File: src/hdl/sawa_pkg.sv
// ----------------------------------------------------------------------------
// sawa_pkg
// Shared types, codes and reset constants of the stop-and-wait ARQ engine.
// ----------------------------------------------------------------------------
package sawa_pkg;

  // Default sizes
  localparam int unsigned QueueBytesDef  = 1024;
  localparam int unsigned MaxMessagesDef = 64;

  // Field widths
  localparam int unsigned KindW   = 3;
  localparam int unsigned SeqW    = 16;
  localparam int unsigned LenW    = 10;
  localparam int unsigned ActionW = 3;
  localparam int unsigned CfgW    = 20;
  localparam int unsigned CfgIdxW = 2;

  // Reset values of the configuration registers
  localparam logic [15:0] MinRetryRst    = 16'd1000;
  localparam logic [19:0] MaxRetryRst    = 20'd60000;
  localparam logic [14:0] DupTolRst      = 15'd10;
  localparam logic [19:0] LinkTimeoutRst = 20'd60000;

  // Protocol constants
  localparam logic [31:0] AckBackdateMs = 32'd10000;
  localparam logic [10:0] HeaderBytes   = 11'd2;
  // ceil(2^26 / 5): exact floor(x / 5) for x below 2^23
  localparam int unsigned RecipShift    = 26;
  localparam logic [23:0] RecipFive     = 24'd13421773;

  // Register indexes
  typedef enum logic [CfgIdxW-1:0] {
    REG_RETRY_FLOOR  = 2'd0,
    REG_RETRY_CAP    = 2'd1,
    REG_DUP_TOL      = 2'd2,
    REG_LINK_TIMEOUT = 2'd3
  } reg_idx_e;

  // Raw event codes on the input
  typedef enum logic [KindW-1:0] {
    EV_TICK  = 3'd0,
    EV_ACK   = 3'd1,
    EV_DATA  = 3'd2,
    EV_ENQ   = 3'd3,
    EV_FLUSH = 3'd4
  } ev_code_e;

  // Classified operation handed to the back end
  typedef enum logic [2:0] {
    OP_TICK,
    OP_ACK,
    OP_DATA,
    OP_ENQ,
    OP_FLUSH,
    OP_NONE
  } op_e;

  // Result actions
  typedef enum logic [ActionW-1:0] {
    ACT_NONE      = 3'd0,
    ACT_SEND      = 3'd1,
    ACT_ACK_NEW   = 3'd2,
    ACT_ACK_DUP   = 3'd3,
    ACT_DELIVERED = 3'd4,
    ACT_ACK_IGN   = 3'd5,
    ACT_QUEUED    = 3'd6,
    ACT_FULL      = 3'd7
  } action_e;

  // One classified item in the front/back queue
  typedef struct packed {
    op_e             op;
    logic [SeqW-1:0] seq;
    logic [LenW-1:0] len;
    logic            peer;
  } item_t;

  // Configuration seen by the back end
  typedef struct packed {
    logic [15:0] retry_floor;
    logic [19:0] retry_cap;
    logic [14:0] dup_tol;
    logic [19:0] link_timeout;
  } cfg_t;

endpackage

File: src/hdl/sawa_front.sv
// ----------------------------------------------------------------------------
// sawa_front
// Accepts input beats, classifies the event code and holds the items in a
// two-entry queue for the back end.
// ----------------------------------------------------------------------------
module sawa_front import sawa_pkg::*; (
  input  logic            clk_i,
  input  logic            rst_ni,
  input  logic            in_valid_i,
  output logic            in_ready_o,
  input  logic [KindW-1:0] kind_i,
  input  logic [SeqW-1:0]  seq_i,
  input  logic [LenW-1:0]  msg_length_i,
  input  logic             peer_known_i,
  output logic             item_valid_o,
  input  logic             item_pop_i,
  output item_t            item_o
);

  item_t      slot_q [2];
  logic       wr_ptr_q, rd_ptr_q;
  logic [1:0] cnt_q;
  logic       push;
  item_t      cls;

  // Classify the raw event code
  always_comb begin
    cls.seq  = seq_i;
    cls.len  = msg_length_i;
    cls.peer = peer_known_i;
    case (kind_i)
      EV_TICK:  cls.op = OP_TICK;
      EV_ACK:   cls.op = OP_ACK;
      EV_DATA:  cls.op = OP_DATA;
      EV_ENQ:   cls.op = OP_ENQ;
      EV_FLUSH: cls.op = OP_FLUSH;
      default:  cls.op = OP_NONE;
    endcase
  end

  assign in_ready_o   = (cnt_q != 2'd2);
  assign push         = in_valid_i && in_ready_o;
  assign item_valid_o = (cnt_q != 2'd0);
  assign item_o       = slot_q[rd_ptr_q];

  // Queue storage
  always_ff @(posedge clk_i) begin
    if (push) begin
      slot_q[wr_ptr_q] <= cls;
    end
  end

  // Queue pointers
  always_ff @(posedge clk_i or negedge rst_ni) begin
    if (!rst_ni) begin
      wr_ptr_q <= 1'b0;
      rd_ptr_q <= 1'b0;
      cnt_q    <= 2'd0;
    end else begin
      if (push) begin
        wr_ptr_q <= ~wr_ptr_q;
      end
      if (item_pop_i) begin
        rd_ptr_q <= ~rd_ptr_q;
      end
      cnt_q <= cnt_q + {1'b0, push} - {1'b0, item_pop_i};
    end
  end

endmodule

File: src/hdl/sawa_back.sv
// ----------------------------------------------------------------------------
// sawa_back
// Carries out one classified item per cycle unless stalled: timers, backoff,
// transmit queue of message lengths, duplicate check, registered result beat.
// ----------------------------------------------------------------------------
module sawa_back import sawa_pkg::*; #(
  parameter int unsigned QUEUE_BYTES  = QueueBytesDef,
  parameter int unsigned MAX_MESSAGES = MaxMessagesDef,
  localparam int unsigned CntW = $clog2(MAX_MESSAGES + 1)
) (
  input  logic                clk_i,
  input  logic                rst_ni,
  input  cfg_t                cfg_i,
  input  logic                item_valid_i,
  output logic                item_pop_o,
  input  item_t               item_i,
  output logic                out_valid_o,
  input  logic                out_ready_i,
  output logic [ActionW-1:0]  action_o,
  output logic [SeqW-1:0]     out_seq_o,
  output logic [15:0]         attempt_count_o,
  output logic [31:0]         total_retries_o,
  output logic                link_up_o,
  output logic [CntW-1:0]     pending_messages_o
);

  localparam int unsigned IdxW   = $clog2(MAX_MESSAGES);
  localparam int unsigned BytesW = $clog2(QUEUE_BYTES + 1);
  localparam int unsigned CmpW   = ((BytesW > 11) ? BytesW : 11) + 1;
  localparam logic [IdxW-1:0] LastIdx = IdxW'(MAX_MESSAGES - 1);
  localparam logic [CntW-1:0] MaxCnt  = CntW'(MAX_MESSAGES);
  localparam logic [CmpW-1:0] BudgetC = CmpW'(QUEUE_BYTES);

  // Engine state
  logic [31:0]       now_q, now_d, last_send_q, last_send_d, last_rcv_q, last_rcv_d;
  logic [19:0]       ival_q, ival_d;
  logic [15:0]       att_q, att_d;
  logic [31:0]       retries_q, retries_d;
  logic [SeqW-1:0]   tx_seq_q, tx_seq_d, rx_seq_q, rx_seq_d;
  logic              rx_seen_q, rx_seen_d;
  logic [BytesW-1:0] bytes_q, bytes_d;
  logic [IdxW-1:0]   head_q, head_d, tail_q, tail_d;
  logic [CntW-1:0]   cnt_q, cnt_d;

  // Length store and registered head length
  logic [LenW-1:0]   len_mem [MAX_MESSAGES];
  logic [LenW-1:0]   head_len_q;
  logic              mem_we;

  // Result beat
  logic                out_valid_q;
  action_e             act_q, act_d;
  logic [SeqW-1:0]     oseq_q, oseq_d;
  logic                link_q, link_d;

  logic              fire;
  logic [22:0]       ival_x6;
  logic [46:0]       prod;
  logic [20:0]       grown;
  logic [15:0]       delta;
  logic signed [16:0] delta_s, neg_tol;
  logic [CmpW-1:0]   room, need, used, bytes_x;
  logic [31:0]       since_rcv;

  assign fire       = item_valid_i && (!out_valid_q || out_ready_i);
  assign item_pop_o = fire;

  // Backoff: floor(interval * 6 / 5) by reciprocal multiply
  assign ival_x6 = {1'b0, ival_q, 2'b00} + {2'b00, ival_q, 1'b0};
  assign prod    = 47'(ival_x6) * 47'(RecipFive);
  assign grown   = prod[RecipShift +: 21];

  // Duplicate check operands
  assign delta   = item_i.seq - rx_seq_q;
  assign delta_s = $signed({delta[15], delta});
  assign neg_tol = -$signed({2'b00, cfg_i.dup_tol});

  // Budget operands
  assign bytes_x = CmpW'(bytes_q);
  assign room    = BudgetC - bytes_x;
  assign need    = CmpW'(item_i.len) + CmpW'(HeaderBytes);
  assign used    = CmpW'(head_len_q) + CmpW'(HeaderBytes);

  // Next state of the engine
  always_comb begin
    now_d       = now_q;
    last_send_d = last_send_q;
    last_rcv_d  = last_rcv_q;
    ival_d      = ival_q;
    att_d       = att_q;
    retries_d   = retries_q;
    tx_seq_d    = tx_seq_q;
    rx_seq_d    = rx_seq_q;
    rx_seen_d   = rx_seen_q;
    bytes_d     = bytes_q;
    head_d      = head_q;
    tail_d      = tail_q;
    cnt_d       = cnt_q;
    mem_we      = 1'b0;
    act_d       = ACT_NONE;
    oseq_d      = '0;
    if (fire) begin
      case (item_i.op)
        OP_TICK: begin
          now_d = now_q + 32'd1;
          if (cnt_q != '0 && item_i.peer && (now_d - last_send_q) > {12'd0, ival_q}) begin
            last_send_d = now_d;
            if (att_q != 16'd0) begin
              retries_d = retries_q + 32'd1;
            end
            if (att_q != 16'hFFFF) begin
              att_d = att_q + 16'd1;
            end
            ival_d = (grown > {1'b0, cfg_i.retry_cap}) ? cfg_i.retry_cap : grown[19:0];
            act_d  = ACT_SEND;
            oseq_d = tx_seq_q;
          end
        end
        OP_ACK: begin
          last_rcv_d = now_q;
          oseq_d     = item_i.seq;
          if (cnt_q != '0 && item_i.seq == tx_seq_q) begin
            bytes_d     = (used > bytes_x) ? '0 : BytesW'(bytes_x - used);
            head_d      = (head_q == LastIdx) ? '0 : head_q + IdxW'(1);
            cnt_d       = cnt_q - CntW'(1);
            tx_seq_d    = tx_seq_q + 16'd1;
            last_send_d = now_q - AckBackdateMs;
            ival_d      = {4'd0, cfg_i.retry_floor};
            att_d       = 16'd0;
            act_d       = ACT_DELIVERED;
          end else begin
            act_d = ACT_ACK_IGN;
          end
        end
        OP_DATA: begin
          last_rcv_d = now_q;
          oseq_d     = item_i.seq;
          if (!rx_seen_q || delta_s > 17'sd0 || delta_s < neg_tol) begin
            rx_seen_d = 1'b1;
            rx_seq_d  = item_i.seq;
            act_d     = ACT_ACK_NEW;
          end else begin
            act_d = ACT_ACK_DUP;
          end
        end
        OP_ENQ: begin
          if (item_i.len != '0 && room > need && cnt_q < MaxCnt) begin
            mem_we  = 1'b1;
            tail_d  = (tail_q == LastIdx) ? '0 : tail_q + IdxW'(1);
            cnt_d   = cnt_q + CntW'(1);
            bytes_d = BytesW'(bytes_x + need);
            act_d   = ACT_QUEUED;
          end else begin
            act_d = ACT_FULL;
          end
        end
        OP_FLUSH: begin
          head_d  = '0;
          tail_d  = '0;
          cnt_d   = '0;
          bytes_d = '0;
        end
        default: begin
          act_d = ACT_NONE;
        end
      endcase
    end
  end

  // Link status after this item
  assign since_rcv = now_d - last_rcv_d;
  assign link_d    = item_i.peer && (since_rcv < {12'd0, cfg_i.link_timeout});

  // Length store: written at the tail, read ahead at the next head
  always_ff @(posedge clk_i) begin
    if (mem_we) begin
      len_mem[tail_q] <= item_i.len;
    end
    if (mem_we && tail_q == head_d) begin
      head_len_q <= item_i.len;
    end else begin
      head_len_q <= len_mem[head_d];
    end
  end

  // Engine state registers
  always_ff @(posedge clk_i or negedge rst_ni) begin
    if (!rst_ni) begin
      now_q       <= '0;
      last_send_q <= '0;
      last_rcv_q  <= '0;
      ival_q      <= {4'd0, MinRetryRst};
      att_q       <= '0;
      retries_q   <= '0;
      tx_seq_q    <= '0;
      rx_seq_q    <= '0;
      rx_seen_q   <= 1'b0;
      bytes_q     <= '0;
      head_q      <= '0;
      tail_q      <= '0;
      cnt_q       <= '0;
    end else begin
      now_q       <= now_d;
      last_send_q <= last_send_d;
      last_rcv_q  <= last_rcv_d;
      ival_q      <= ival_d;
      att_q       <= att_d;
      retries_q   <= retries_d;
      tx_seq_q    <= tx_seq_d;
      rx_seq_q    <= rx_seq_d;
      rx_seen_q   <= rx_seen_d;
      bytes_q     <= bytes_d;
      head_q      <= head_d;
      tail_q      <= tail_d;
      cnt_q       <= cnt_d;
    end
  end

  // Result beat valid
  always_ff @(posedge clk_i or negedge rst_ni) begin
    if (!rst_ni) begin
      out_valid_q <= 1'b0;
    end else if (fire) begin
      out_valid_q <= 1'b1;
    end else if (out_ready_i) begin
      out_valid_q <= 1'b0;
    end
  end

  // Result beat payload
  always_ff @(posedge clk_i) begin
    if (fire) begin
      act_q  <= act_d;
      oseq_q <= oseq_d;
      link_q <= link_d;
    end
  end

  // Counters in the beat are the state after the item
  logic [15:0]     att_o_q;
  logic [31:0]     ret_o_q;
  logic [CntW-1:0] cnt_o_q;

  always_ff @(posedge clk_i) begin
    if (fire) begin
      att_o_q <= att_d;
      ret_o_q <= retries_d;
      cnt_o_q <= cnt_d;
    end
  end

  assign out_valid_o        = out_valid_q;
  assign action_o           = act_q;
  assign out_seq_o          = oseq_q;
  assign attempt_count_o    = att_o_q;
  assign total_retries_o    = ret_o_q;
  assign link_up_o          = link_q;
  assign pending_messages_o = cnt_o_q;

endmodule

File: src/hdl/stop_and_wait_arq_engine_unit.sv
// ----------------------------------------------------------------------------
// stop_and_wait_arq_engine_unit
// Sequencing core of a stop-and-wait reliable datagram link.
// ----------------------------------------------------------------------------
// Usage:
//   Input channel (in_valid_i/in_ready_o) carries events: millisecond tick,
//   ack received, data received, enqueue message length, flush queue.
//   Output channel (out_valid_o/out_ready_i) returns exactly one result beat
//   per event: action, sequence, attempt and retry counts, link status and
//   queue depth after the event.
//   Configuration is a plain write port (cfg_we_i, cfg_index_i, cfg_data_i);
//   write it only while the block is idle, which the block does not enforce.
// Throughput:
//   One event per cycle sustained while out_ready_i stays high. An accepted
//   event waits in the front queue, and the execute stage, a single step,
//   registers its result beat.
// Reset: queue empty, timers and counters zero, registers at their defaults.
// Stall: when out_ready_i is low the result beat holds; the two-entry front
//   queue keeps accepting until it fills, then in_ready_o drops.
// ----------------------------------------------------------------------------
module stop_and_wait_arq_engine_unit import sawa_pkg::*; #(
  parameter int unsigned QUEUE_BYTES  = QueueBytesDef,
  parameter int unsigned MAX_MESSAGES = MaxMessagesDef,
  localparam int unsigned CntW = $clog2(MAX_MESSAGES + 1)
) (
  input  logic                clk_i,
  input  logic                rst_ni,
  input  logic                cfg_we_i,
  input  logic [CfgIdxW-1:0]  cfg_index_i,
  input  logic [CfgW-1:0]     cfg_data_i,
  input  logic                in_valid_i,
  output logic                in_ready_o,
  input  logic [KindW-1:0]    kind_i,
  input  logic [SeqW-1:0]     seq_i,
  input  logic [LenW-1:0]     msg_length_i,
  input  logic                peer_known_i,
  output logic                out_valid_o,
  input  logic                out_ready_i,
  output logic [ActionW-1:0]  action_o,
  output logic [SeqW-1:0]     out_seq_o,
  output logic [15:0]         attempt_count_o,
  output logic [31:0]         total_retries_o,
  output logic                link_up_o,
  output logic [CntW-1:0]     pending_messages_o
);

  cfg_t  cfg_q;
  item_t item;
  logic  item_valid, item_pop;

  // Configuration registers
  always_ff @(posedge clk_i or negedge rst_ni) begin
    if (!rst_ni) begin
      cfg_q.retry_floor  <= MinRetryRst;
      cfg_q.retry_cap    <= MaxRetryRst;
      cfg_q.dup_tol      <= DupTolRst;
      cfg_q.link_timeout <= LinkTimeoutRst;
    end else if (cfg_we_i) begin
      case (reg_idx_e'(cfg_index_i))
        REG_RETRY_FLOOR:  cfg_q.retry_floor  <= cfg_data_i[15:0];
        REG_RETRY_CAP:    cfg_q.retry_cap    <= cfg_data_i;
        REG_DUP_TOL:      cfg_q.dup_tol      <= cfg_data_i[14:0];
        REG_LINK_TIMEOUT: cfg_q.link_timeout <= cfg_data_i;
        default: ;
      endcase
    end
  end

  sawa_front u_front (
    .clk_i        (clk_i),
    .rst_ni       (rst_ni),
    .in_valid_i   (in_valid_i),
    .in_ready_o   (in_ready_o),
    .kind_i       (kind_i),
    .seq_i        (seq_i),
    .msg_length_i (msg_length_i),
    .peer_known_i (peer_known_i),
    .item_valid_o (item_valid),
    .item_pop_i   (item_pop),
    .item_o       (item)
  );

  sawa_back #(
    .QUEUE_BYTES  (QUEUE_BYTES),
    .MAX_MESSAGES (MAX_MESSAGES)
  ) u_back (
    .clk_i              (clk_i),
    .rst_ni             (rst_ni),
    .cfg_i              (cfg_q),
    .item_valid_i       (item_valid),
    .item_pop_o         (item_pop),
    .item_i             (item),
    .out_valid_o        (out_valid_o),
    .out_ready_i        (out_ready_i),
    .action_o           (action_o),
    .out_seq_o          (out_seq_o),
    .attempt_count_o    (attempt_count_o),
    .total_retries_o    (total_retries_o),
    .link_up_o          (link_up_o),
    .pending_messages_o (pending_messages_o)
  );

endmodule

File: config.mk
export PLATFORM = sky130hd
export DESIGN_NAME = stop_and_wait_arq_engine_unit
export DESIGN_NICKNAME = d
export VERILOG_FILES = /design/src/hdl/sawa_pkg.sv /design/src/hdl/sawa_front.sv /design/src/hdl/sawa_back.sv /design/src/hdl/stop_and_wait_arq_engine_unit.sv
export SDC_FILE = /design/constraint.sdc
export NUM_CORES = 2
export LEC_CHECK = 0
export BUFFER_PORTS_ARGS = -buffer_cell sky130_fd_sc_hd__buf_2
export CAP_MARGIN = 10
export CORE_MARGIN = 5
export CORE_UTILIZATION = 23
export CTS_CLUSTER_SIZE = 8
export DETAILED_ROUTE_END_ITERATION = 6
export PLACE_DENSITY = 0.37
export SETUP_SLACK_MARGIN = 0.15
export SYNTH_ARGS = -nofsm -noshare
export SYNTH_HDL_FRONTEND = slang
export SYNTH_SLANG_ARGS = --single-unit
File: constraint.sdc
create_clock -name clk_i -period 9.5 [get_ports clk_i]
set_input_delay 2.375 -clock clk_i [delete_from_list [all_inputs] [get_ports clk_i]]
set_output_delay 2.375 -clock clk_i [all_outputs]
set_load 0.01 [all_outputs]
==> results.yml <==
outcome:
  outcome: "finished, violations left"
  violations: "negative setup slack"
yosys:
  yosysSeqAreaShare: 0.5174
  syn_area_um2: 59930
  syn_nets: 5262
  async_flop_share: 0.2795
  ys.flop_type: "edfxtp_1"
  syn_area_per_cell_um2: 12.93
  synth-seq-cells: 1084
  synth_edf_count: 775
  syn_inst: 4635
  synth_cell_types: 92
  synth_warnings: 0
min_path:
  min_from: "u_back.retries_q[31]$_DFF_PN0_"
  holdCritPathClass: "flop to flop"
drt:
  vias_per_cell: 4.354
  initialDrtViolationCount: 2067
  vias: 37390
  routedWlPerCell_um: 20.97
  dr.pass1.iters: 5
  antenna_left: 0
  totalWireLength_um: 180100
  drc: 0
timing:
  min_period_ns: 10.22
  slew_headroom: 0.1967
  rsz0062_at_grt: "yes"
  drv_slew: 0
  timing.final.crit_share: 1.076
  hold_violations: 0
  setup_slack_ns: -0.7233
  worstMarginPinSlew_ns: 1.200
  finalSetupViolations: 20
  fmax_mhz: 97.82
  finalSetupTns_ns: -13.50
  skew_ns: 0.05441
critical_path:
  slowest_stage: "fa_1"
  required_ns: 10.15
  worst_setup_path_end_kind: "flop"
  path_max_fanout: 8
  cp-start-kind: "flop"
  startpoint: "u_back.ival_q[1]$_DFFE_PN0P_"
  max_stage_delay_ns: 0.59
  critPathKind: "flop to flop"
  crit_top_cell: "buf_4"
  r2r_start: "u_back.ival_q[1]$_DFFE_PN0P_"
  arrival_ns: 10.87
finish:
  final_common_cell: "edfxtp_1"
  synthToLayoutAreaGrowth_pct: 20.55
  layout_common_cells: "edfxtp_1, inv_1, ha_1"
  fin_nets: 5723
  stdcell_count: 8586
  drive_gt1_frac: 0.2228
die:
  row_count: 187
  dieArea_um2: 270900
  die_y_um: 520.5
  pin_count: 134
  core-area_um2: 259500
  initial_core_util: 0.2310
  die_w_um: 520.5
placement:
  gp_congestion: 0.7986
  place_hpwl_um: 129900
  place_ws_ns: -0.9765
  portBuffers: 133
  dp_cells: 8300
global_route:
  grt_max_degree: 116
  grt_overflow_total: 0
  grt_antenna_before_repair: 29
  grtUsageTotal: 0.1316
  grt_first_pass_wirelength_um: 267900
  grt_pass1_vias: 39560
clock_network:
  cts.htree.levels: 4
  cts_tree: "built"
  clock_path_buffers: 3
  cts_sinks: 1084
  clock_tree.root_cell: "clkbuf_16"
  clk_latency_ns: 0.81
  cts_buffers: 160
  path_clk_slew_ns: 0.06
flow_run:
  maxCapViolCount: 0
-- through the flow --
step	hold WS (ns)	util	area [um^2]
detailed placement	0.4522	0.2569	66650
CTS	0.4705	0.2769	71840
global route	0.4939	0.2784	72240
finish	0.4605	0.2784	72250
floorplan	0.4325	-	60080
global placement	0.4524	0.2569	66650
-- kinds of logic (layout without fill, tap and decap cells) --
family                     count (synthesis)  count (layout)  share of synthesized area
AOI/OAI and AO/OA                        634             634                    0.06731
xor gates and xnor gates                 299             299                    0.04370
adders and majority gates                570             570                     0.1363
buffers and inverters                    669            1213                    0.04330
DFF                                     1084            1084                     0.5174
muxes                                    390             390                     0.1112
other                                      0               5                          0
and+or+nand+nor                          989             989                    0.08079
-- final timing paths --
kind,endpoint,slack [ns],depth (start not counted)
min in group asynchronous,u_back.att_q[3]$_DFF_PN0_,1.59,1
max in group asynchronous,u_back.ival_q[0]$_DFFE_PN0P_,6.67,2
worst max register to register,u_back.ival_q[15]$_DFFE_PN0P_,-0.72,50
worst min-delay path,u_back.retries_q[31]$_DFF_PN0_,0.46,1
worst min register to register,u_back.retries_q[31]$_DFF_PN0_,0.46,1
worst max-delay path,u_back.ival_q[15]$_DFFE_PN0P_,-0.72,50
-- sequential cells by signal, indices dropped and copies added (netlist names), 20 cells and up, named ones only --
signal	cells
u_front.slot_q	60
u_back.len_mem	640
cfg_q	71
u_back.now_q	32
u_back.last_rcv_q	32
u_back.last_send_q	32
u_back.retries_q	32
u_back.ival_q	20
u_back.total_retries_o	32
-- worst max-delay path: cells and delay by family (launching register included) --
family	cells	cell delay, ns
XOR/XNOR	2	0.26
flip-flops	1	0.42
AO/OA/AOI/OAI	11	1.96
AND/OR/NAND/NOR	6	1.06
multiplexers	1	0.21
buffers and inverters	19	2.05
adder cells (fa/ha/maj)	11	4.15
-- synthesized netlist by cell type (94+ instances only) --
| cell | instances | share of area |
|---|---|---|
| inv_1 | 505 | 0.032 |
| nor2_1 | 251 | 0.016 |
| xor2_1 | 94 | 0.014 |
| nand2_1 | 265 | 0.017 |
| edfxtp_1 | 775 | 0.39 |
| mux4_2 | 210 | 0.079 |
| xnor2_1 | 205 | 0.030 |
| a21oi_1 | 168 | 0.014 |
| ha_1 | 432 | 0.090 |
| dfrtp_1 | 275 | 0.11 |
| o21ai_0 | 152 | 0.013 |
| fa_1 | 138 | 0.046 |
| mux2_2 | 105 | 0.020 |
-- per-layer routing --
metal / global-route usage / vias up / share of wire
met2: 0.2222 / 530 / 0.48
met4: 0.02836 / 4 / 0.018
met3: 0.01926 / 195 / 0.030
met1: 0.1793 / 18890 / 0.47
li1: - / 17760 / -
met5: 0 / - / 0.00014
-- repair_timing --
| action | 4_1_cts | 5_1_grt |
|---|---|---|
| cloned | 2 | 0 |
| pin swaps | 47 | 38 |
| setup endpoints to repair | 20 | 20 |
| buffers inserted | 23 | 11 |
| hold buffers | 0 | 0 |
| gates resized for setup | 48 | 54 |
-- cell type report --
| type | count | area, um^2 |
|---|---|---|
| Timing Repair Buffer | 462 | 3318 |
| Clock inverter | 25 | 401.6 |
| Inverter | 506 | 1902 |
| Tap cell | 3402 | 4257 |
| Multi-Input combinational cell | 2882 | 27020 |
| Sequential cell | 1084 | 31020 |
| Antenna cell | 5 | 12.51 |
| Fill cell | 26590 | 187200 |
| Clock buffer | 220 | 4312 |
Power is left out: the tool's default activity adds up to more than one toggle a clock period on the data nets, which glitch-free logic cannot reach.
